==> src/rtl/vnfis_pkg.sv <==
`default_nettype none
package vnfis_pkg;

    localparam int unsigned FW = 32;
    localparam int unsigned NSTAGE = 12;
    localparam int unsigned QDEPTH = 4;
    localparam int unsigned QAW = 2;

    localparam logic [31:0] MAGIC_SEED = 32'h5f3759df;
    localparam logic [31:0] FP_HALF = 32'h3f000000;
    localparam logic [31:0] FP_THREE_HALVES = 32'h3fc00000;
    localparam logic [31:0] FP_DEFAULT_NAN = 32'hffc00000;
    localparam logic [31:0] FP_QUIET_BIT = 32'h00400000;

    typedef struct packed {
        logic [31:0] x;
        logic [31:0] y;
        logic [31:0] z;
        logic [31:0] m;
        logic [31:0] r;
        logic [31:0] t;
    } item_t;

    function automatic logic is_nan(input logic [31:0] a);
        return (a[30:23] == 8'hff) && (a[22:0] != 23'd0);
    endfunction

    function automatic logic is_inf(input logic [31:0] a);
        return (a[30:23] == 8'hff) && (a[22:0] == 23'd0);
    endfunction

    function automatic logic [4:0] lzc24(input logic [23:0] v);
        logic [4:0] n;
        n = 5'd24;
        for (int i = 0; i < 24; i++) begin
            if (v[i]) begin
                n = 5'(23 - i);
            end
        end
        return n;
    endfunction

    function automatic logic [4:0] lzc27(input logic [26:0] v);
        logic [4:0] n;
        n = 5'd27;
        for (int i = 0; i < 27; i++) begin
            if (v[i]) begin
                n = 5'(26 - i);
            end
        end
        return n;
    endfunction

    function automatic logic [31:0] fp_mul(input logic [31:0] a, input logic [31:0] b);
        logic sr;
        logic [23:0] ma;
        logic [23:0] mb;
        logic [4:0] la;
        logic [4:0] lb;
        logic signed [11:0] xa;
        logic signed [11:0] xb;
        logic signed [11:0] xe;
        logic signed [11:0] sh;
        logic [47:0] p;
        logic stk;
        logic [23:0] mant;
        logic rnd;
        logic [7:0] eadj;
        logic [30:0] mag;
        logic [31:0] res;
        sr = a[31] ^ b[31];
        ma = {(a[30:23] != 8'd0), a[22:0]};
        mb = {(b[30:23] != 8'd0), b[22:0]};
        la = lzc24(ma);
        lb = lzc24(mb);
        xa = (a[30:23] != 8'd0) ? 12'(a[30:23]) : 12'sd1 - 12'(la);
        xb = (b[30:23] != 8'd0) ? 12'(b[30:23]) : 12'sd1 - 12'(lb);
        ma = ma << la;
        mb = mb << lb;
        p = ma * mb;
        xe = xa + xb - 12'sd127;
        if (p[47]) begin
            xe = xe + 12'sd1;
        end else begin
            p = p << 1;
        end
        stk = 1'b0;
        eadj = 8'd0;
        if (xe <= 12'sd0) begin
            sh = 12'sd1 - xe;
            if (sh >= 12'sd48) begin
                stk = |p;
                p = 48'd0;
            end else begin
                stk = |(p & ((48'd1 << sh[5:0]) - 48'd1));
                p = p >> sh[5:0];
            end
        end else begin
            eadj = 8'(xe - 12'sd1);
        end
        mant = p[47:24];
        rnd = p[23] & (stk | (|p[22:0]) | mant[0]);
        mag = {eadj, 23'd0} + {7'd0, mant} + {30'd0, rnd};
        res = {sr, mag};
        if (xe >= 12'sd255) begin
            res = {sr, 8'hff, 23'd0};
        end
        if (is_nan(a)) begin
            res = a | FP_QUIET_BIT;
        end else if (is_nan(b)) begin
            res = b | FP_QUIET_BIT;
        end else if (is_inf(a) || is_inf(b)) begin
            if (a[30:0] == 31'd0 || b[30:0] == 31'd0) begin
                res = FP_DEFAULT_NAN;
            end else begin
                res = {sr, 8'hff, 23'd0};
            end
        end else if (a[30:0] == 31'd0 || b[30:0] == 31'd0) begin
            res = {sr, 31'd0};
        end
        return res;
    endfunction

    function automatic logic [31:0] fp_add(input logic [31:0] a, input logic [31:0] b,
                                           input logic neg_b);
        logic [31:0] bn;
        logic sl;
        logic ss;
        logic [7:0] el;
        logic [7:0] es;
        logic [23:0] ml;
        logic [23:0] ms;
        logic [7:0] d;
        logic [26:0] mx;
        logic stk;
        logic [27:0] sum;
        logic [4:0] lz;
        logic signed [10:0] e;
        logic [23:0] mant;
        logic rnd;
        logic [30:0] mag;
        logic [31:0] res;
        bn = {b[31] ^ neg_b, b[30:0]};
        if (a[30:0] >= bn[30:0]) begin
            sl = a[31];
            el = a[30:23];
            ml = {(a[30:23] != 8'd0), a[22:0]};
            ss = bn[31];
            es = bn[30:23];
            ms = {(bn[30:23] != 8'd0), bn[22:0]};
        end else begin
            sl = bn[31];
            el = bn[30:23];
            ml = {(bn[30:23] != 8'd0), bn[22:0]};
            ss = a[31];
            es = a[30:23];
            ms = {(a[30:23] != 8'd0), a[22:0]};
        end
        if (el == 8'd0) begin
            el = 8'd1;
        end
        if (es == 8'd0) begin
            es = 8'd1;
        end
        d = el - es;
        mx = {ms, 3'b000};
        if (d >= 8'd27) begin
            stk = |mx;
            mx = 27'd0;
        end else begin
            stk = |(mx & ((27'd1 << d[4:0]) - 27'd1));
            mx = mx >> d[4:0];
        end
        mx[0] = mx[0] | stk;
        if (sl != ss) begin
            sum = {1'b0, ml, 3'b000} - {1'b0, mx};
        end else begin
            sum = {1'b0, ml, 3'b000} + {1'b0, mx};
        end
        e = 11'(el);
        if (sum[27]) begin
            sum = {1'b0, sum[27:2], sum[1] | sum[0]};
            e = e + 11'sd1;
        end else begin
            lz = lzc27(sum[26:0]);
            if (11'(lz) < e) begin
                sum = sum << lz;
                e = e - 11'(lz);
            end else begin
                sum = sum << 5'(e - 11'sd1);
                e = 11'sd1;
            end
        end
        mant = sum[26:3];
        rnd = sum[2] & (sum[1] | sum[0] | mant[0]);
        mag = {8'(e - 11'sd1), 23'd0} + {7'd0, mant} + {30'd0, rnd};
        res = {sl, mag};
        if (e >= 11'sd255) begin
            res = {sl, 8'hff, 23'd0};
        end
        if (sum == 28'd0) begin
            res = {sl & ss, 31'd0};
        end
        if (is_nan(a)) begin
            res = a | FP_QUIET_BIT;
        end else if (is_nan(b)) begin
            res = b | FP_QUIET_BIT;
        end else if (is_inf(a) && is_inf(bn)) begin
            res = (a[31] == bn[31]) ? a : FP_DEFAULT_NAN;
        end else if (is_inf(a)) begin
            res = a;
        end else if (is_inf(bn)) begin
            res = bn;
        end
        return res;
    endfunction

    function automatic logic [31:0] seed(input logic [31:0] m);
        return MAGIC_SEED - {m[31], m[31:1]};
    endfunction

endpackage
`default_nettype wire

==> src/rtl/vnfis_front.sv <==
`default_nettype none
module vnfis_front (
    input  wire logic              aclk,
    input  wire logic              aresetn,
    input  wire logic              in_valid,
    output logic                   in_ready,
    input  wire logic [95:0]       in_data,
    output logic                   out_valid,
    input  wire logic              out_ready,
    output vnfis_pkg::item_t       out_item
);

    logic vld_reg;
    logic vld_next;
    vnfis_pkg::item_t item_reg;
    vnfis_pkg::item_t item_next;

    assign in_ready = !vld_reg || out_ready;
    assign out_valid = vld_reg;
    assign out_item = item_reg;

    // squares are formed here; the sum starts in the back pipeline
    always_comb begin
        vld_next = vld_reg;
        item_next = item_reg;
        if (in_ready) begin
            vld_next = in_valid;
            item_next.x = in_data[31:0];
            item_next.y = in_data[63:32];
            item_next.z = in_data[95:64];
            item_next.m = vnfis_pkg::fp_mul(in_data[31:0], in_data[31:0]);
            item_next.r = vnfis_pkg::fp_mul(in_data[63:32], in_data[63:32]);
            item_next.t = vnfis_pkg::fp_mul(in_data[95:64], in_data[95:64]);
        end
    end

    always_ff @(posedge aclk) begin
        item_reg <= item_next;
        if (!aresetn) begin
            vld_reg <= 1'b0;
        end else begin
            vld_reg <= vld_next;
        end
    end

endmodule
`default_nettype wire

==> config.mk <==
export PLATFORM = sky130hd
export DESIGN_NAME = vnfis_front
export DESIGN_NICKNAME = d
export VERILOG_FILES = /design/src/rtl/vnfis_pkg.sv /design/src/rtl/vnfis_front.sv
export SDC_FILE = /design/constraint.sdc
export NUM_CORES = 2
export LEC_CHECK = 0
export ABC_AREA = 1
export BUFFER_PORTS_ARGS = -buffer_cell sky130_fd_sc_hd__buf_2
export CORE_MARGIN = 1
export CORE_UTILIZATION = 51
export CTS_CLUSTER_SIZE = 20
export DETAILED_ROUTE_END_ITERATION = 10
export HOLD_SLACK_MARGIN = 0.05
export PLACE_DENSITY = 0.79
export SYNTH_ARGS = -nofsm -noshare
export SYNTH_HDL_FRONTEND = slang
export SYNTH_SLANG_ARGS = --single-unit
==> constraint.sdc <==
create_clock -name aclk -period 50.4 [get_ports aclk]
set_input_delay 10.08 -clock aclk [delete_from_list [all_inputs] [get_ports aclk]]
set_output_delay 10.08 -clock aclk [all_outputs]
set_load 0.05 [all_outputs]
# After elaboration in Yosys (flattened, before gate mapping)
# Index checks and enable logic that the tools add are counted.
[totals]
ff_bits = 193
out_inout_bits = 194
wordCells = 231
[classes]
addsub = 27
multipliers = 3
n_lt_le_gt_ge = 9
n_eq_ne = 3
shift = 9
mux = 129
bitwise = 12
n_reduce_logical = 29
[ops]
columns = ["operator", "n"]
rows = [
  ["two-way mux 48 bit", 15],
  ["two-way mux 32 bit", 12],
  ["two-way mux 5 bit", 70],
  ["OR reduction 48 bit", 6],
  ["bitwise AND 48 bit", 3],
  ["multiplier 24 x 24 -> 48 bit", 3],
  ["<< shifter 1 x 6 -> 48 bit (first input constant)", 3],
  [">> shifter 48 x 6 -> 48 bit", 3],
  ["subtractor 48 x 1 -> 48 bit (second input constant)", 3],
  ["two-way mux 12 bit", 9],
  ["adder 31 x 1 -> 31 bit", 3],
  ["adder 31 x 24 -> 31 bit", 3],
  ["zero test 31 bit", 3],
  ["two-way mux 31 bit", 3],
  ["<< shifter 24 x 5 -> 24 bit", 3],
  ["zero test 23 bit", 3],
  ["nonzero test 23 bit", 3],
  ["OR reduction 23 bit", 3],
  ["two-way mux 8 bit", 6],
  ["adder 12 bit", 3],
  ["adder 12 x 2 -> 12 bit (second input constant)", 3],
  ["greater-or-equal comparator 12 x 7 -> 1 bit (second input constant)", 3],
  ["greater-or-equal comparator 12 x 9 -> 1 bit (second input constant)", 3],
  ["less-or-equal comparator 12 x 1 -> 1 bit (second input constant)", 3],
  ["other kinds (13)", 49],
]

# Longest topological paths before layout
[depth]
depth_word = 48
ltp_mapped = 101
mapped_depth_nobuf = 91

# Worst setup path before layout
# No wires, ideal clock.
[synth_path]
path_kind = "input-to-output"
startpoint = "input out_ready"
endpoint = "output in_ready"
arrival_ns = 14.471
required_ns = 40.320
slack_ns = 25.849
stages = 2
n_path_buf = 0
cell_sequence = "inv_1 -> nand2_1"
[synth_via]
elab_chain_cells = 1
[synth_lines]
columns = ["element", "line", "source"]
rows = [
  ["start: declaration", "vnfis_front.sv:9", "input wire logic out_ready,"],
  ["logical OR 1 bit", "vnfis_front.sv:18", "assign in_ready = !vld_reg || out_ready;"],
  ["end: declaration", "vnfis_front.sv:6", "output logic in_ready,"],
]
# Every way passes these cells.

# Final worst setup path
[layout_path]
startpoint = "input in_data[56]"
endpoint = "register item_reg (netlist bit out_item[32]) (data pin)"
[layout_via]
elab_chain_cells = 26
elab_cells_between_ends = 44
[layout_lines]
columns = ["element", "line", "source"]
rows = [
  ["start: declaration", "vnfis_front.sv:7", "input wire logic [95:0] in_data,"],
  ["nonzero test 8 bit", "n/a", ""],
  ["two-way mux 5 bit", "vnfis_pkg.sv:36", "if (v[i]) begin"],
  ["two-way mux 5 bit", "vnfis_front.sv:26", "if (in_ready) begin"],
  ["subtractor 1 x 5 -> 6 bit", "vnfis_pkg.sv:76, vnfis_pkg.sv:77", ""],
  ["two-way mux 12 bit", "vnfis_pkg.sv:76, vnfis_pkg.sv:77", ""],
  ["adder 12 bit", "vnfis_pkg.sv:81", "xe = xa + xb - 12'sd127;"],
  ["subtractor 12 x 8 -> 12 bit", "vnfis_pkg.sv:81", ""],
  ["adder 12 x 2 -> 12 bit", "vnfis_pkg.sv:83", "xe = xe + 12'sd1;"],
  ["(+9 left out)", "n/a", ""],
  ["two-way mux 1 bit", "vnfis_front.sv:26", ""],
  ["bitwise OR 1 bit (2 in series)", "vnfis_pkg.sv:102", "rnd = p[23] & (stk | (|p[22:0]) | mant[0]);"],
  ["bitwise AND 1 bit", "vnfis_pkg.sv:102", ""],
  ["adder 31 x 1 -> 31 bit", "vnfis_pkg.sv:103", "mag = {eadj, 23'd0} + {7'd0, mant} + {30'd0, rnd};"],
  ["two-way mux 31 bit", "vnfis_pkg.sv:105", "if (xe >= 12'sd255) begin"],
  ["two-way mux 32 bit", "vnfis_pkg.sv:118", "end else if (a[30:0] == 31'd0 || b[30:0] == 31'd0) begin"],
  ["two-way mux 32 bit", "vnfis_pkg.sv:112", "end else if (is_inf(a) || is_inf(b)) begin"],
  ["two-way mux 32 bit (*)", "vnfis_pkg.sv:108", "if (is_nan(a)) begin"],
  ["end signal: assignment", "vnfis_front.sv:38", "item_reg <= item_next;"],
  ["end: declaration", "vnfis_front.sv:15", "vnfis_pkg::item_t item_reg;"],
]
# Every way passes the cells marked *; elsewhere a longest branch is shown, timed or not. The select of a mux whose other input is x is not followed.
# A chain may end at the register's enable or synchronous reset.

==> flow_summary.toml <==
[critical_path]
critPathCaptureType = "flip-flop"
path_max_fanout = 57
cpMostUsedCell = "nand2_1"
cp_top_family = "simple AND/OR/NAND/NOR gates"
start_kind = "primary input"
critPathKind = "primary input to flip-flop"
slowest_delay_ns = 0.85
cp_data_required_time_ns = 50.71
arrival_ns = 27.35
critPathBufInv = 13
slowest_stage = "nor2_2"
ff2ff_setup_slack_ns = 47.82

[grt]
grt_antenna_before_repair = 19
overflow = 0
grt_pass1_vias = 77900
grt_usage = 0.356
grt_pass1_wl_mm = 443
grt_max_degree = 64

[route]
drc_errors = 0
routedWlPerCell_um = 20.3
routed_wirelength_mm = 287
drt_iter0_drc = 10100
vias = 80000
first_pass_iters = 9
vias_per_cell = 5.67
ant_nets = 0

[synth]
syn_area_um2 = 81200
synth-xor-area-share = 0.0217
yosys_register_bits = 193
synth.top_cell.area_share = 0.312
synth_nets = 13800
syn_inst = 11900
synthSimpleGateAreaFrac = 0.288
yosys.area.top_type = "fa_1"
synthMuxAreaShare = 0.00296
synth_common_cells = "2,982 x nand2_1, 2,592 x inv_1, 1,321 x nor2_1"
synth_top_family_by_area = "adder cells"
synth_ff_type = "edfxtp_1"
synth_cell_types = 74
post-synth-top-count-cell = "nand2_1"
syn_area_per_cell_um2 = 6.82
ys_seq_area_frac = 0.0712
async_flop_share = 0
synth-adder-area-share = 0.396
synth.area.top_cells = "fa_1 31%, nand2_1 14%, inv_1 12%"
synth_edf_count = 192
synth_warnings = 0
synth_compound_area_frac = 0.0793

[place]
place_inst = 14100
place_ws_ns = 23.45
dpl.hpwl_mm = 238
routabilityCongestion = 1.07
io_buffers = 293

[clocking]
cts-hold-fix-buffers = 0
clk_pin_slew_ns = 0.10
clock_latency_ns = 0.59
clkSinkCount = 193
htree_levels = 4
cts_tree = "built"
cts_root_buffer = "clkbuf_16"
clockBufferDepth = 2
cts-resized-gates = 0
numCtsBuffers = 17
post_cts_buffers = 0

[floorplanning]
die_h_um = 401
start_util = 0.514
die_area_um2 = 161000
num_io_pins = 294
fp.coreArea_um2 = 158000
num_rows = 146
fp.dieW_um = 401

[sta]
max_freq_mhz = 37.0
setup_viol = 0
setup_tns_ns = 0
tightest_slew_ns = 1.10
clock_skew_ns = 0.0272
whs_ns = 0.841
drv_slew = 0
slew_headroom = 0.268
rsz0062_at_grt = "no"
setup_slack_ns = 23.36
timing.final.crit_share = 0.537
period_needed_ns = 27.04
hold_viol_final = 0

[cells_and_area]
drive_above_1_share = 0.0571
stdcell_count = 14100
synthToLayoutAreaGrowth_pct = 4.90
fin_nets = 13900

[job]
cap_violations = 0

[run_status]
status = "finished clean"

[worst_hold_path]
min_path_type = "flip-flop to flip-flop"
-- flip-flops by register name, indices dropped and copies added (netlist names) --
register and cells:
out_item 192, out_valid 1
-- metrics by stage --
stage | util | instance area [um^2]
after global routing | 0.539 | 85200
after floorplan | - | 81200
after detailed placement | 0.535 | 84600
after CTS | 0.539 | 85200
after global placement | 0.535 | 84600
final | 0.539 | 85200
-- path summary, 6_finish.rpt --
path | to | cells past startpoint | start
hold / removal | out_valid | 2 | out_valid
setup reg to reg | out_item[94] | 3 | out_valid
setup / recovery | out_item[32] | 66 | in_data[56]
hold reg to reg | out_valid | 2 | out_valid
-- cell type report --
class                      instances  area [um^2]
timing repair buffer             394         2220
multi-input combinational       8748        64000
antenna                            4         10.0
sequential                       193         5790
tap                             2072         2590
inverter                        2663        10000
clock buffer                      18          429
fill                           15600        73000
clock inverter                    14          145
-- worst min-delay path: stages (launching register included) --
cell and delay, ns:
dfxtp_1 0.35, nand2_4 0.30, a21boi_0 0.15
-- logic make-up (layout without fill, tap and decap cells) --
| group | count (synthesis) | after routing |
|---|---|---|
| AOI/OAI and AO/OA | 1138 | 1138 |
| buffers and inverters | 2978 | 3089 |
| muxes | 24 | 24 |
| other | 0 | 4 |
| adders and majority gates | 1812 | 1812 |
| and+or+nand+nor | 5580 | 5580 |
| xor gates and xnor gates | 194 | 194 |
| DFF | 193 | 193 |
-- layer usage --
| metal | GRT usage | up-vias | wire length (um) |
|---|---|---|---|
| met2 | 0.539 | 4968 | 122000 |
| met1 | 0.475 | 37600 | 113000 |
| met3 | 0.107 | 763 | 39000 |
| met4 | 0.140 | 12 | 13000 |
| met5 | 0 | - | 73 |
| li1 | - | 36700 | - |
-- cells in the final DEF, fill, tap and decap left out, types with 45 or more instances in the layout --
cell | synthesis | final
xor2_1 | 102 | 102
nand3b_1 | 63 | 63
xnor2_1 | 85 | 85
nor2_1 | 1321 | 1321
inv_1 | 2592 | 2592
nand2_2 | 43 | 45
buf_4 | 16 | 101
nand3_1 | 793 | 793
a31oi_1 | 55 | 55
a21oi_1 | 239 | 239
nand2_1 | 2982 | 2979
fa_1 | 1266 | 1266
nor3_1 | 76 | 76
nand4_1 | 125 | 125
nor2_2 | 55 | 55
ha_1 | 546 | 546
o21ai_1 | 70 | 77
edfxtp_1 | 192 | 192
o21ai_0 | 544 | 531
buf_2 | 70 | 293
Power is left out: the tool's default activity adds up to more than one toggle a clock period on the data nets, which glitch-free logic cannot reach.
