**config.mk**
```make
export PLATFORM = sky130hd
export DESIGN_NAME = vnfis_queue
export DESIGN_NICKNAME = d
export VERILOG_FILES = /design/src/rtl/vnfis_pkg.sv /design/src/rtl/vnfis_queue.sv
export SDC_FILE = /design/constraint.sdc
export NUM_CORES = 1
export LEC_CHECK = 0
export ABC_AREA = 1
export BUFFER_PORTS_ARGS = -buffer_cell sky130_fd_sc_hd__buf_2
export CORE_MARGIN = 8
export CORE_UTILIZATION = 50
export CTS_CLUSTER_SIZE = 24
export DETAILED_ROUTE_END_ITERATION = 8
export GPL_TIMING_DRIVEN = 0
export PLACE_DENSITY_LB_ADDON = 0.1
export SLEW_MARGIN = 10
export SYNTH_ARGS = -nofsm -noshare
export SYNTH_HDL_FRONTEND = slang
export SYNTH_SLANG_ARGS = --single-unit
```
**constraint.sdc**
```tcl
create_clock -name aclk -period 20.3 [get_ports aclk]
set_input_delay 2.03 -clock aclk [delete_from_list [all_inputs] [get_ports aclk]]
set_output_delay 2.03 -clock aclk [all_outputs]
set_load 0.05 [all_outputs]
```
**src/rtl/vnfis_pkg.sv**
```systemverilog
`default_nettype none
package vnfis_pkg;

    localparam int unsigned FW = 32;
    localparam int unsigned NSTAGE = 12;
    localparam int unsigned QDEPTH = 4;
    localparam int unsigned QAW = 2;

    localparam logic [31:0] MAGIC_SEED = 32'h5f3759df;
    localparam logic [31:0] FP_HALF = 32'h3f000000;
    localparam logic [31:0] FP_THREE_HALVES = 32'h3fc00000;
    localparam logic [31:0] FP_DEFAULT_NAN = 32'hffc00000;
    localparam logic [31:0] FP_QUIET_BIT = 32'h00400000;

    typedef struct packed {
        logic [31:0] x;
        logic [31:0] y;
        logic [31:0] z;
        logic [31:0] m;
        logic [31:0] r;
        logic [31:0] t;
    } item_t;

    function automatic logic is_nan(input logic [31:0] a);
        return (a[30:23] == 8'hff) && (a[22:0] != 23'd0);
    endfunction

    function automatic logic is_inf(input logic [31:0] a);
        return (a[30:23] == 8'hff) && (a[22:0] == 23'd0);
    endfunction

    function automatic logic [4:0] lzc24(input logic [23:0] v);
        logic [4:0] n;
        n = 5'd24;
        for (int i = 0; i < 24; i++) begin
            if (v[i]) begin
                n = 5'(23 - i);
            end
        end
        return n;
    endfunction

    function automatic logic [4:0] lzc27(input logic [26:0] v);
        logic [4:0] n;
        n = 5'd27;
        for (int i = 0; i < 27; i++) begin
            if (v[i]) begin
                n = 5'(26 - i);
            end
        end
        return n;
    endfunction

    function automatic logic [31:0] fp_mul(input logic [31:0] a, input logic [31:0] b);
        logic sr;
        logic [23:0] ma;
        logic [23:0] mb;
        logic [4:0] la;
        logic [4:0] lb;
        logic signed [11:0] xa;
        logic signed [11:0] xb;
        logic signed [11:0] xe;
        logic signed [11:0] sh;
        logic [47:0] p;
        logic stk;
        logic [23:0] mant;
        logic rnd;
        logic [7:0] eadj;
        logic [30:0] mag;
        logic [31:0] res;
        sr = a[31] ^ b[31];
        ma = {(a[30:23] != 8'd0), a[22:0]};
        mb = {(b[30:23] != 8'd0), b[22:0]};
        la = lzc24(ma);
        lb = lzc24(mb);
        xa = (a[30:23] != 8'd0) ? 12'(a[30:23]) : 12'sd1 - 12'(la);
        xb = (b[30:23] != 8'd0) ? 12'(b[30:23]) : 12'sd1 - 12'(lb);
        ma = ma << la;
        mb = mb << lb;
        p = ma * mb;
        xe = xa + xb - 12'sd127;
        if (p[47]) begin
            xe = xe + 12'sd1;
        end else begin
            p = p << 1;
        end
        stk = 1'b0;
        eadj = 8'd0;
        if (xe <= 12'sd0) begin
            sh = 12'sd1 - xe;
            if (sh >= 12'sd48) begin
                stk = |p;
                p = 48'd0;
            end else begin
                stk = |(p & ((48'd1 << sh[5:0]) - 48'd1));
                p = p >> sh[5:0];
            end
        end else begin
            eadj = 8'(xe - 12'sd1);
        end
        mant = p[47:24];
        rnd = p[23] & (stk | (|p[22:0]) | mant[0]);
        mag = {eadj, 23'd0} + {7'd0, mant} + {30'd0, rnd};
        res = {sr, mag};
        if (xe >= 12'sd255) begin
            res = {sr, 8'hff, 23'd0};
        end
        if (is_nan(a)) begin
            res = a | FP_QUIET_BIT;
        end else if (is_nan(b)) begin
            res = b | FP_QUIET_BIT;
        end else if (is_inf(a) || is_inf(b)) begin
            if (a[30:0] == 31'd0 || b[30:0] == 31'd0) begin
                res = FP_DEFAULT_NAN;
            end else begin
                res = {sr, 8'hff, 23'd0};
            end
        end else if (a[30:0] == 31'd0 || b[30:0] == 31'd0) begin
            res = {sr, 31'd0};
        end
        return res;
    endfunction

    function automatic logic [31:0] fp_add(input logic [31:0] a, input logic [31:0] b,
                                           input logic neg_b);
        logic [31:0] bn;
        logic sl;
        logic ss;
        logic [7:0] el;
        logic [7:0] es;
        logic [23:0] ml;
        logic [23:0] ms;
        logic [7:0] d;
        logic [26:0] mx;
        logic stk;
        logic [27:0] sum;
        logic [4:0] lz;
        logic signed [10:0] e;
        logic [23:0] mant;
        logic rnd;
        logic [30:0] mag;
        logic [31:0] res;
        bn = {b[31] ^ neg_b, b[30:0]};
        if (a[30:0] >= bn[30:0]) begin
            sl = a[31];
            el = a[30:23];
            ml = {(a[30:23] != 8'd0), a[22:0]};
            ss = bn[31];
            es = bn[30:23];
            ms = {(bn[30:23] != 8'd0), bn[22:0]};
        end else begin
            sl = bn[31];
            el = bn[30:23];
            ml = {(bn[30:23] != 8'd0), bn[22:0]};
            ss = a[31];
            es = a[30:23];
            ms = {(a[30:23] != 8'd0), a[22:0]};
        end
        if (el == 8'd0) begin
            el = 8'd1;
        end
        if (es == 8'd0) begin
            es = 8'd1;
        end
        d = el - es;
        mx = {ms, 3'b000};
        if (d >= 8'd27) begin
            stk = |mx;
            mx = 27'd0;
        end else begin
            stk = |(mx & ((27'd1 << d[4:0]) - 27'd1));
            mx = mx >> d[4:0];
        end
        mx[0] = mx[0] | stk;
        if (sl != ss) begin
            sum = {1'b0, ml, 3'b000} - {1'b0, mx};
        end else begin
            sum = {1'b0, ml, 3'b000} + {1'b0, mx};
        end
        e = 11'(el);
        if (sum[27]) begin
            sum = {1'b0, sum[27:2], sum[1] | sum[0]};
            e = e + 11'sd1;
        end else begin
            lz = lzc27(sum[26:0]);
            if (11'(lz) < e) begin
                sum = sum << lz;
                e = e - 11'(lz);
            end else begin
                sum = sum << 5'(e - 11'sd1);
                e = 11'sd1;
            end
        end
        mant = sum[26:3];
        rnd = sum[2] & (sum[1] | sum[0] | mant[0]);
        mag = {8'(e - 11'sd1), 23'd0} + {7'd0, mant} + {30'd0, rnd};
        res = {sl, mag};
        if (e >= 11'sd255) begin
            res = {sl, 8'hff, 23'd0};
        end
        if (sum == 28'd0) begin
            res = {sl & ss, 31'd0};
        end
        if (is_nan(a)) begin
            res = a | FP_QUIET_BIT;
        end else if (is_nan(b)) begin
            res = b | FP_QUIET_BIT;
        end else if (is_inf(a) && is_inf(bn)) begin
            res = (a[31] == bn[31]) ? a : FP_DEFAULT_NAN;
        end else if (is_inf(a)) begin
            res = a;
        end else if (is_inf(bn)) begin
            res = bn;
        end
        return res;
    endfunction

    function automatic logic [31:0] seed(input logic [31:0] m);
        return MAGIC_SEED - {m[31], m[31:1]};
    endfunction

endpackage
`default_nettype wire

```
**src/rtl/vnfis_queue.sv**
```systemverilog
`default_nettype none
module vnfis_queue (
    input  wire logic              aclk,
    input  wire logic              aresetn,
    input  wire logic              wr_valid,
    output logic                   wr_ready,
    input  wire vnfis_pkg::item_t  wr_item,
    output logic                   rd_valid,
    input  wire logic              rd_ready,
    output vnfis_pkg::item_t       rd_item
);

    vnfis_pkg::item_t mem [vnfis_pkg::QDEPTH];
    logic [vnfis_pkg::QAW-1:0] wp_reg;
    logic [vnfis_pkg::QAW-1:0] rp_reg;
    logic [vnfis_pkg::QAW:0] cnt_reg;
    logic push;
    logic pop;

    assign wr_ready = cnt_reg < (vnfis_pkg::QAW+1)'(vnfis_pkg::QDEPTH);
    assign rd_valid = cnt_reg != '0;
    assign rd_item = mem[rp_reg];
    assign push = wr_valid && wr_ready;
    assign pop = rd_valid && rd_ready;

    always_ff @(posedge aclk) begin
        if (push) begin
            mem[wp_reg] <= wr_item;
        end
        if (!aresetn) begin
            wp_reg <= '0;
            rp_reg <= '0;
            cnt_reg <= '0;
        end else begin
            if (push) begin
                wp_reg <= wp_reg + 1'b1;
            end
            if (pop) begin
                rp_reg <= rp_reg + 1'b1;
            end
            if (push && !pop) begin
                cnt_reg <= cnt_reg + 1'b1;
            end else if (pop && !push) begin
                cnt_reg <= cnt_reg - 1'b1;
            end
        end
    end

endmodule
`default_nettype wire

```
# Word-level counts from Yosys, hierarchy flattened
# Memory sizes are Yosys's and may differ from the RTL's. A register that Yosys moved wholly into a read port is not among the register bits.
# Cells that the tools add are included.
# op_classes
n_reduce_logical,8
magnitude_cmp,1
n_mux,6
n_addsub,4
# op_table
operator,count
3-bit 2-to-1 mux,2
2-bit by 1-bit adder with 2-bit output (second input constant),2
1-bit logical AND,4
2-bit 2-to-1 mux,2
3-bit by 1-bit adder with 3-bit output (second input constant),1
3-bit less-than comparator (second input constant),1
3-bit nonzero test,1
3-bit by 1-bit subtractor with 3-bit output (second input constant),1
1-bit logical NOT,2
1-bit 2-to-1 mux,2
2-bit nonzero test,1
# totals
ram_bits,768
n_memories,1
elab_cells,23
out_inout_bits,194
register_bits,7
# memory_table
memory,words,word_bits,rd,rd_clocked_by_memory_dff,write_ports,line_no,rtl
mem,4,192,1,1,1,vnfis_queue.sv:13,vnfis_pkg::item_t mem [vnfis_pkg::QDEPTH];

# Logic depth before layout (Yosys ltp)
# Gate-level depths: netlist of the first run.
# logic_depth
depth_word,6
mapped_depth,12
mapped_depth_nobuf,12

# Worst setup path before layout of the first run
# No wires, ideal clock.
# synth_timing
path_type,input -> register
from,in wr_valid
to,mem mem[0][0] in the netlist's numbering (enable)
setup_time_ns,0.748
setup_slack_ns,9.349
arrival_time_ns,10.202
n_path_buf,0
required_time_ns,19.552
cell_stages,2
cell_sequence,nand2_1 nor2_1
# synth_via
elab_chain_len,3
# synth_lines
item,line_no,rtl
"start, declared",vnfis_queue.sv:5,"input wire logic wr_valid,"
1-bit logical AND,vnfis_queue.sv:23,assign push = wr_valid && wr_ready;
1-bit 2-to-1 mux,vnfis_queue.sv:27,if (push) begin
1-bit 2-to-1 mux (not written as such),vnfis_queue.sv:28,mem[wp_reg] <= wr_item;
"end, declared",vnfis_queue.sv:13,
# No other way between the ends.

==> run_summary.xml, run 1 <==
<?xml version="1.0" encoding="UTF-8"?>
<metrics>
  <group name="clocking">
    <metric name="cts_made_buffers" unit="">79</metric>
    <metric name="postCtsSetupRepairBufs" unit="">0</metric>
    <metric name="htreeDepth" unit="">3</metric>
    <metric name="quantity_of_hold_fixing_buffers_added_after_cts" unit="">0</metric>
    <metric name="cts_tree" unit="">yes</metric>
    <metric name="clock_path_buffers" unit="">3</metric>
    <metric name="worst_setup_hold_path_clk_slew" unit="ns">0.06</metric>
    <metric name="clkLatencyLatePin" unit="ns">0.61</metric>
    <metric name="clkSinkCount" unit="">777</metric>
    <metric name="postCtsResizedCells" unit="">0</metric>
    <metric name="clock_tree.root_cell" unit="">sky130_fd_sc_hd__clkbuf_16</metric>
  </group>
  <group name="place">
    <metric name="dp_worst_setup_slack" unit="ns">16.08</metric>
    <metric name="io_buffer_count" unit="">389</metric>
    <metric name="dpl.hpwl" unit="um">49500</metric>
    <metric name="gp_congestion" unit="">0.757</metric>
  </group>
  <group name="sta">
    <metric name="rsz0062_at_grt" unit="">false</metric>
    <metric name="hold_slack" unit="ns">0.510</metric>
    <metric name="time_the_final_worst_path_needs_with_i_o_delays_and_setup" unit="ns">4.70</metric>
    <metric name="hold_viol" unit="">0</metric>
    <metric name="maxClockFrequency" unit="MHz">213</metric>
    <metric name="setup_viol_count_final" unit="">0</metric>
    <metric name="maxSlewViolCount" unit="">0</metric>
    <metric name="tightest_slew" unit="ns">0.766</metric>
    <metric name="timing.final.crit_share" unit="%">23.2</metric>
    <metric name="min_setup_slack_post_route" unit="ns">15.60</metric>
    <metric name="fin_setup_tns" unit="ns">0</metric>
    <metric name="maximum_clock_skew_at_final_layout" unit="ns">0.0150</metric>
    <metric name="slew_headroom" unit="%">48.8</metric>
  </group>
  <group name="floorplan">
    <metric name="die-area" unit="mm^2">0.0658</metric>
    <metric name="initial_core_util" unit="%">50.3</metric>
    <metric name="fp.dieH" unit="um">257</metric>
    <metric name="die-width" unit="um">257</metric>
    <metric name="ioPinCount" unit="">390</metric>
    <metric name="coreArea" unit="mm^2">0.0575</metric>
    <metric name="rows" unit="">88</metric>
  </group>
  <group name="setup_path">
    <metric name="worst_r2r_startpoint" unit="">cnt_reg[2]$_SDFFE_PN0P_</metric>
    <metric name="max_incr_delay_on_cp" unit="ns">0.45</metric>
    <metric name="criticalPathCategory" unit="">flip-flop to primary output</metric>
    <metric name="setup.worst_path.end_class" unit="">primary output</metric>
    <metric name="setup.reg_to_reg.worst_slack" unit="ns">17.77</metric>
    <metric name="cp_max_stage_cell" unit="">sky130_fd_sc_hd__clkbuf_1</metric>
    <metric name="critPathMostFrequentCell" unit="">sky130_fd_sc_hd__buf_2</metric>
    <metric name="path_cells" unit="">buf_2 -&gt; clkbuf_1 -&gt; o21ai_0 -&gt; o22ai_1 -&gt; buf_2</metric>
    <metric name="cp_max_fo" unit="">10</metric>
    <metric name="critical_path_arrival" unit="ns">2.67</metric>
    <metric name="timing.critical_path.from_type" unit="">flip-flop</metric>
    <metric name="r2r.worst_path.cells" unit="">6</metric>
    <metric name="crit_required" unit="ns">18.27</metric>
    <metric name="worstReg2RegEnd" unit="">mem[1][65]$_DFFE_PP_</metric>
  </group>
  <group name="global_route">
    <metric name="grt_max_degree" unit="">26</metric>
    <metric name="grt_pass1_wl" unit="um">111000</metric>
    <metric name="grt_overflow_total" unit="">0</metric>
    <metric name="grt_antenna_before_repair" unit="">28</metric>
    <metric name="global_route.usage.total" unit="%">22.2</metric>
    <metric name="via_count_of_the_first_global_routing_pass" unit="">17800</metric>
  </group>
  <group name="yosys">
    <metric name="yosysMostFrequentCell" unit="">sky130_fd_sc_hd__edfxtp_1</metric>
    <metric name="syn-num-nets" unit="">2122</metric>
    <metric name="ys_warn_count" unit="">0</metric>
    <metric name="postSynthRegisterBits" unit="">777</metric>
    <metric name="ys_types" unit="">20</metric>
    <metric name="synth_top_cells_by_count" unit="">768 x sky130_fd_sc_hd__edfxtp_1, 393 x sky130_fd_sc_hd__nor2_1, 272 x sky130_fd_sc_hd__o21ai_0</metric>
    <metric name="synth_area_per_cell" unit="um^2">15.1</metric>
    <metric name="synth_top_area_share" unit="%">79.7</metric>
    <metric name="number_of_flops_mapped_to_enable_cells_by_yosys" unit="">768</metric>
    <metric name="synth_ff_type" unit="">sky130_fd_sc_hd__edfxtp_1</metric>
    <metric name="synthesis.instances" unit="">1920</metric>
    <metric name="synth-seq-area-share" unit="%">80.3</metric>
    <metric name="most_area_hungry_cell_type_in_the_yosys_netlist" unit="">sky130_fd_sc_hd__edfxtp_1</metric>
    <metric name="biggest_area_contributors_in_the_synthesized_netlist" unit="">sky130_fd_sc_hd__edfxtp_1 80%, sky130_fd_sc_hd__nor2_1 5.1%, sky130_fd_sc_hd__o21ai_0 4.7%, sky130_fd_sc_hd__o22ai_1 4.2%, sky130_fd_sc_hd__o21ai_1 2.0%</metric>
    <metric name="synth_async_sr_flop_share" unit="%">0</metric>
    <metric name="netlist_area" unit="mm^2">0.0289</metric>
  </group>
  <group name="status">
    <metric name="run_status" unit="">finished clean</metric>
  </group>
  <group name="final_layout">
    <metric name="utilization" unit="%">61.4</metric>
    <metric name="fraction_of_layout_instances_using_a_drive_strength_above_1" unit="%">24.3</metric>
    <metric name="n_fill_cell" unit="">4355</metric>
    <metric name="largest_register_ff_count" unit="">768</metric>
    <metric name="layout.nets" unit="">2629</metric>
    <metric name="area_growth_syn_to_layout" unit="%">21.9</metric>
  </group>
  <group name="hold_path">
    <metric name="min-delay-start" unit="">cnt_reg[0]$_SDFFE_PN0P_</metric>
    <metric name="whs_path_depth" unit="">1</metric>
    <metric name="min_delay_worst_endpoint" unit="">cnt_reg[0]$_SDFFE_PN0P_</metric>
    <metric name="worst_hold_path_type" unit="">flip-flop to flip-flop</metric>
  </group>
  <group name="job">
    <metric name="maxCapViolations" unit="">0</metric>
  </group>
  <group name="pwr">
    <metric name="seqPwrFrac" unit="%">38.8</metric>
    <metric name="power.share.clock" unit="%">27.3</metric>
    <metric name="internal_power" unit="W">0.00314</metric>
    <metric name="power_switching" unit="W">0.00194</metric>
    <metric name="pwr-share-comb" unit="%">33.9</metric>
    <metric name="swShare" unit="%">38.2</metric>
    <metric name="vdd.ir_drop.worst" unit="mV">0.105</metric>
    <metric name="p_per_area" unit="mW/mm^2">144</metric>
    <metric name="p_leak" unit="nW">12.3</metric>
  </group>
  <group name="route">
    <metric name="route.detailed.wl_per_inst" unit="um">23.2</metric>
    <metric name="via_count_of_the_routed_design" unit="">18100</metric>
    <metric name="remaining_drc_errors" unit="">0</metric>
    <metric name="wl" unit="um">75800</metric>
    <metric name="detailedRoute.firstIterationViolations" unit="">1571</metric>
    <metric name="first_pass_iters" unit="">5</metric>
    <metric name="drt-vias-per-instance" unit="">5.53</metric>
    <metric name="drt.antenna.violating_nets" unit="">0</metric>
  </group>
</metrics>
-- placed cells by master (no fill, tap or decap), types with 4 or more instances in the layout --
master	Yosys	layout
sky130_fd_sc_hd__edfxtp_1	768	768
sky130_fd_sc_hd__buf_2	21	410
sky130_fd_sc_hd__nor2_1	393	389
sky130_fd_sc_hd__o21ai_0	272	272
sky130_fd_sc_hd__o22ai_1	192	192
sky130_fd_sc_hd__o21ai_1	116	116
sky130_fd_sc_hd__clkbuf_16	0	82
sky130_fd_sc_hd__clkbuf_1	59	77
sky130_fd_sc_hd__buf_6	32	32
sky130_fd_sc_hd__diode_2	0	24
sky130_fd_sc_hd__buf_12	1	21
sky130_fd_sc_hd__clkinv_1	0	18
sky130_fd_sc_hd__buf_16	0	17
sky130_fd_sc_hd__inv_1	15	15
sky130_fd_sc_hd__nand2_1	12	12
sky130_fd_sc_hd__buf_4	9	9
sky130_fd_sc_hd__dfxtp_1	9	9
sky130_fd_sc_hd__clkinv_2	0	8
sky130_fd_sc_hd__a21oi_1	6	6
sky130_fd_sc_hd__ha_1	5	5
sky130_fd_sc_hd__bufinv_16	0	5
sky130_fd_sc_hd__nor2_4	0	4
-- area by class of cell --
cell class,count,area (um^2),share of cell area [%]
Multi-Input combinational cell,1000,4820,13.7
Clock buffer,102,2150,6.09
Sequential cell,777,23200,65.9
Timing Repair Buffer,426,2820,7.98
Inverter,16,67.6,0.192
Clock inverter,38,324,0.919
Antenna cell,24,60.1,0.170
Tap cell,765,957,2.71
Buffer,127,830,2.35
-- worst max-delay path, delay by kind of cell, from the launching register on --
family          cells  cell delay [ns]
buf+inv             3             1.19
flops               1             0.42
compound gates      2             0.43
-- worst max path at each step --
| stage | startpoint | end | slack, ns | cells past startpoint |
|---|---|---|---|---|
| 6_report | flip-flop | rd_item[26] | 15.60 | 5 |
| 3_3_place_gp | wr_valid | mem[0][66]$_DFFE_PP_ | 2.24 | 3 |
| 5_1_grt | flip-flop | rd_item[10] | 15.47 | 5 |
| 3_5_place_dp | wr_valid | mem[1][66]$_DFFE_PP_ | 16.08 | 6 |
| 2_1_floorplan | wr_valid | mem[0][0]$_DFFE_PP_ | 9.35 | 2 |
| 4_1_cts | flip-flop | rd_item[94] | 15.50 | 6 |
-- per-layer routing --
metal | up-vias | part of all wire (%) | wire length (um) | track usage (%)
li1 | 8355 | - | - | -
met1 | 8977 | 39 | 29900 | 28.5
met2 | 630 | 49 | 37000 | 35.8
met3 | 131 | 9.2 | 6950 | 6.56
met4 | 22 | 2.5 | 1920 | 7.68
met5 | - | 0.18 | 134 | 0
-- power by group through the flow --
stage | sequential [W] | clock (W) | combinational [W]
5_1_grt | 0.00198 | 0.00148 | 0.00182
3_3_place_gp | 0.00211 | 0 | 0.00167
4_1_cts | 0.00197 | 0.00142 | 0.00175
6_report | 0.00197 | 0.00139 | 0.00173
3_5_place_dp | 0.00201 | 0 | 0.00174
2_1_floorplan | 0.00206 | 0 | 0.00116
-- per-stage QoR --
step           cell area (um^2)  std cells  total power (W)
6_report                  35300       3275          0.00509
4_1_cts                   35200       3251          0.00513
3_3_place_gp              31800       3074          0.00378
3_5_place_dp              32700       3111          0.00375
2_1_floorplan             28900       1920          0.00322
5_1_grt                   35200       3259          0.00528
-- logic make-up (layout without fill, tap and decap cells) --
kind of cell               Yosys count  count (layout)  synth area share, %
AOI/OAI and AO/OA                  586             586                 11.0
other                                0              24                    0
adders and majority gates            6               6                0.285
buffers and inverters              143             709                 3.10
DFF                                777             777                 80.3
and+or+nand+nor                    408             408                 5.31
Power figures use the tool's default switching activity.
==> run 2, diff against run 1 <==
ABC_AREA = 0   (was 1)
clock period = 4.74 ns   (was 20.3 ns; I/O delays follow)
==> run 2 against run 1 <==
Effect of this change: utilization down 0.79 points; area after synthesis decreased by 1.9%; synthesized cell count fell by 45%; power grew to 4.2 times the previous value; sequential share of layout area up 2.3 points; worst setup slack lost 14 ns; combinational power grew to 4.2 times the previous value; clock power increased to 4.0 times the previous value; wire length is 24% lower; register-to-register slack lost 16 ns; flip-flop and latch count unchanged; via count is 30% lower; highest routed layer unchanged.
==> run_summary.xml, run 2 <==
<?xml version="1.0" encoding="UTF-8"?>
<metrics>
  <group name="final_layout">
    <metric name="fraction_of_layout_instances_using_a_drive_strength_above_1" unit="%">46.8</metric>
    <metric name="area_growth_syn_to_layout" unit="%">20.2</metric>
    <metric name="layout.nets" unit="">1738</metric>
    <metric name="utilization" unit="%">60.6</metric>
    <metric name="largest_register_ff_count" unit="">768</metric>
    <metric name="final_cell_area" unit="mm^2">0.0341</metric>
    <metric name="most_common_library_cell_in_the_layout_ignoring_fill_and_taps" unit="">sky130_fd_sc_hd__edfxtp_1</metric>
    <metric name="mostFrequentLayoutCells" unit="">768 x sky130_fd_sc_hd__edfxtp_1, 407 x sky130_fd_sc_hd__buf_2, 192 x sky130_fd_sc_hd__mux4_2</metric>
  </group>
  <group name="setup_path">
    <metric name="timing.critical_path.from_type" unit="">flip-flop</metric>
    <metric name="crit_required" unit="ns">4.27</metric>
    <metric name="timing.critical_path.max_delay_family" unit="">buffers and inverters</metric>
    <metric name="max_incr_delay_on_cp" unit="ns">0.64</metric>
    <metric name="critical_path_arrival" unit="ns">2.66</metric>
    <metric name="cp_max_fo" unit="">10</metric>
    <metric name="setup.worst_path.end_class" unit="">primary output</metric>
    <metric name="criticalPathCategory" unit="">flip-flop to primary output</metric>
    <metric name="worstPathBufferInverterCount" unit="">3</metric>
    <metric name="path_cells" unit="">clkbuf_1 -&gt; buf_2 -&gt; mux4_2 -&gt; buf_2</metric>
    <metric name="critPathMostFrequentCell" unit="">sky130_fd_sc_hd__buf_2</metric>
    <metric name="cp_max_stage_cell" unit="">sky130_fd_sc_hd__clkbuf_1</metric>
  </group>
  <group name="pwr">
    <metric name="p_per_area" unit="mW/mm^2">625</metric>
    <metric name="p_leak" unit="nW">11.4</metric>
    <metric name="vdd.ir_drop.worst" unit="mV">0.331</metric>
  </group>
  <group name="route">
    <metric name="drt.antenna.violating_nets" unit="">0</metric>
    <metric name="remaining_drc_errors" unit="">0</metric>
    <metric name="drt-vias-per-instance" unit="">5.36</metric>
    <metric name="detailedRoute.firstIterationViolations" unit="">649</metric>
    <metric name="via_count_of_the_routed_design" unit="">12600</metric>
    <metric name="first_pass_iters" unit="">5</metric>
    <metric name="wl" unit="um">58000</metric>
    <metric name="route.detailed.wl_per_inst" unit="um">24.6</metric>
  </group>
  <group name="clocking">
    <metric name="htreeDepth" unit="">3</metric>
    <metric name="postCtsSetupRepairBufs" unit="">0</metric>
    <metric name="postCtsResizedCells" unit="">0</metric>
    <metric name="worst_setup_hold_path_clk_slew" unit="ns">0.06</metric>
    <metric name="quantity_of_hold_fixing_buffers_added_after_cts" unit="">0</metric>
    <metric name="clock_tree.root_cell" unit="">sky130_fd_sc_hd__clkbuf_16</metric>
    <metric name="cts_made_buffers" unit="">79</metric>
    <metric name="clkLatencyLatePin" unit="ns">0.60</metric>
    <metric name="clock_path_buffers" unit="">3</metric>
    <metric name="cts_tree" unit="">yes</metric>
    <metric name="clkSinkCount" unit="">777</metric>
  </group>
  <group name="sta">
    <metric name="time_the_final_worst_path_needs_with_i_o_delays_and_setup" unit="ns">3.14</metric>
    <metric name="rsz0062_at_grt" unit="">false</metric>
    <metric name="slew_headroom" unit="%">44.6</metric>
    <metric name="maximum_clock_skew_at_final_layout" unit="ns">0.0127</metric>
    <metric name="setup_viol_count_final" unit="">0</metric>
    <metric name="maxClockFrequency" unit="MHz">319</metric>
    <metric name="timing.final.crit_share" unit="%">66.2</metric>
    <metric name="maxSlewViolCount" unit="">0</metric>
    <metric name="tightest_slew" unit="ns">0.831</metric>
    <metric name="hold_viol" unit="">0</metric>
  </group>
  <group name="yosys">
    <metric name="number_of_flops_mapped_to_enable_cells_by_yosys" unit="">768</metric>
    <metric name="complex_gate_fraction_of_the_synthesized_area" unit="%">0.101</metric>
    <metric name="yosys.area_share.xor_xnor" unit="%">0.154</metric>
    <metric name="synth_area_per_cell" unit="um^2">27.1</metric>
    <metric name="synth_top_cells_by_count" unit="">768 x sky130_fd_sc_hd__edfxtp_1, 192 x sky130_fd_sc_hd__mux4_2, 20 x sky130_fd_sc_hd__buf_12</metric>
    <metric name="synth_simple_gate_area_share" unit="%">0.309</metric>
    <metric name="ys_types" unit="">21</metric>
    <metric name="synth_async_sr_flop_share" unit="%">0</metric>
    <metric name="syn-num-nets" unit="">1250</metric>
    <metric name="synth_ff_type" unit="">sky130_fd_sc_hd__edfxtp_1</metric>
    <metric name="ys_warn_count" unit="">0</metric>
    <metric name="yosysMostFrequentCell" unit="">sky130_fd_sc_hd__edfxtp_1</metric>
    <metric name="synth-seq-area-share" unit="%">81.9</metric>
    <metric name="synth.mux.area_fraction" unit="%">15.3</metric>
    <metric name="synth_top_area_share" unit="%">81.3</metric>
    <metric name="dominant_combinational_cell_family_by_area_after_synthesis" unit="">multiplexers</metric>
    <metric name="biggest_area_contributors_in_the_synthesized_netlist" unit="">sky130_fd_sc_hd__edfxtp_1 81%, sky130_fd_sc_hd__mux4_2 15%, sky130_fd_sc_hd__buf_12 1.4%, sky130_fd_sc_hd__dfxtp_1 0.64%, sky130_fd_sc_hd__buf_2 0.32%</metric>
    <metric name="postSynthRegisterBits" unit="">777</metric>
    <metric name="netlist_area" unit="mm^2">0.0284</metric>
    <metric name="synthesis.instances" unit="">1048</metric>
    <metric name="yosys.area_share.adder" unit="%">0.291</metric>
    <metric name="most_area_hungry_cell_type_in_the_yosys_netlist" unit="">sky130_fd_sc_hd__edfxtp_1</metric>
  </group>
  <group name="floorplan">
    <metric name="initial_core_util" unit="%">50.4</metric>
    <metric name="die-width" unit="um">254</metric>
    <metric name="coreArea" unit="mm^2">0.0563</metric>
    <metric name="fp.dieH" unit="um">254</metric>
    <metric name="rows" unit="">87</metric>
    <metric name="ioPinCount" unit="">390</metric>
    <metric name="die-area" unit="mm^2">0.0646</metric>
  </group>
  <group name="status">
    <metric name="run_status" unit="">finished clean</metric>
  </group>
  <group name="place">
    <metric name="dpl.hpwl" unit="um">37900</metric>
    <metric name="io_buffer_count" unit="">389</metric>
    <metric name="placed_instance_area" unit="mm^2">0.0317</metric>
    <metric name="gp_congestion" unit="">0.705</metric>
  </group>
  <group name="global_route">
    <metric name="grt_max_degree" unit="">49</metric>
    <metric name="grt_antenna_before_repair" unit="">17</metric>
    <metric name="grt_overflow_total" unit="">0</metric>
    <metric name="grt_pass1_wl" unit="um">85500</metric>
    <metric name="via_count_of_the_first_global_routing_pass" unit="">13500</metric>
    <metric name="global_route.usage.total" unit="%">18.0</metric>
  </group>
  <group name="hold_path">
    <metric name="worst_hold_path_type" unit="">input port to flip-flop</metric>
  </group>
  <group name="job">
    <metric name="maxCapViolations" unit="">0</metric>
  </group>
</metrics>
run 2: changes by cell type in the layout (fill, tap and decap cells not counted), moves of 8 or more:
cell                       before  now
sky130_fd_sc_hd__o21ai_1      116    0
sky130_fd_sc_hd__o21ai_0      272    1
sky130_fd_sc_hd__nor2_1       389    0
sky130_fd_sc_hd__nand2_1       12    0
sky130_fd_sc_hd__clkbuf_1      77   25
sky130_fd_sc_hd__inv_1         15    4
sky130_fd_sc_hd__buf_4          9    1
sky130_fd_sc_hd__diode_2       24    8
sky130_fd_sc_hd__o22ai_1      192    0
sky130_fd_sc_hd__mux4_2         0  192
sky130_fd_sc_hd__buf_6         32    1
run 2: worst paths after layout:
check	startpoint	end	slack, ns	cells after the start
setup / recovery	flip-flop	rd_item[31]	1.60	4
hold / removal	wr_item[5]	mem[3][5]$_DFFE_PP_	0.08	1
hold reg to reg	cnt_reg[2]$_SDFFE_PN0P_	cnt_reg[2]$_SDFFE_PN0P_	0.57	2
setup reg to reg	cnt_reg[2]$_SDFFE_PN0P_	mem[2][147]$_DFFE_PP_	2.18	6
run 2: cell type report:
type / instances / area (um^2)
well taps: 756 / 946
multi-input cells: 223 / 4600
fillers: 4013 / 22200
repair buffers: 407 / 2400
plain buffers: 44 / 524
diodes: 8 / 20.0
clock buffers: 105 / 2160
flip-flops and latches: 777 / 23200
clock inverters: 35 / 179
inverters: 4 / 15.0
run 2: logic make-up after synthesis:
family / count (synthesis)
buffers and inverters: 48
AND/OR/NAND/NOR: 14
multiplexers: 194
flip-flops: 777
XOR/XNOR: 5
adder cells (fa/ha/maj): 6
AO/OA/AOI/OAI: 4
run 2: power breakdown:
part / total (W) / switching (W) / internal (W) / leakage [nW]
clock network: 0.00559 / 0.00240 / 0.00319 / 1.15
logic: 0.00719 / 0.00488 / 0.00231 / 3.15
registers: 0.00852 / 0.000151 / 0.00837 / 7.10
run 2: metrics by stage:
step / setup TNS [ns] / power (W) / hold WS, ns / std cells / setup slack [ns]
after global routing: 0 / 0.0221 / 0.0422 / 2353 / 1.42
after CTS: 0 / 0.0216 / 0.0362 / 2351 / 1.45
after floorplan: 0 / 0.0142 / 0.507 / 1048 / 1.08
after global placement: -846.02 / 0.0160 / 0.550 / 2193 / -1.13
after detailed placement: 0 / 0.0160 / 0.565 / 2211 / 1.89
final: 0 / 0.0213 / 0.0807 / 2359 / 1.60
run 2: layer usage:
layer  up-vias  wire (um)  global-route usage [%]
met5         -        123                       0
met4        18       1140                    4.66
met3        93       4570                    6.51
met2       343      29600                    30.0
met1      6631      22500                    22.3
li1       5561          -                       -
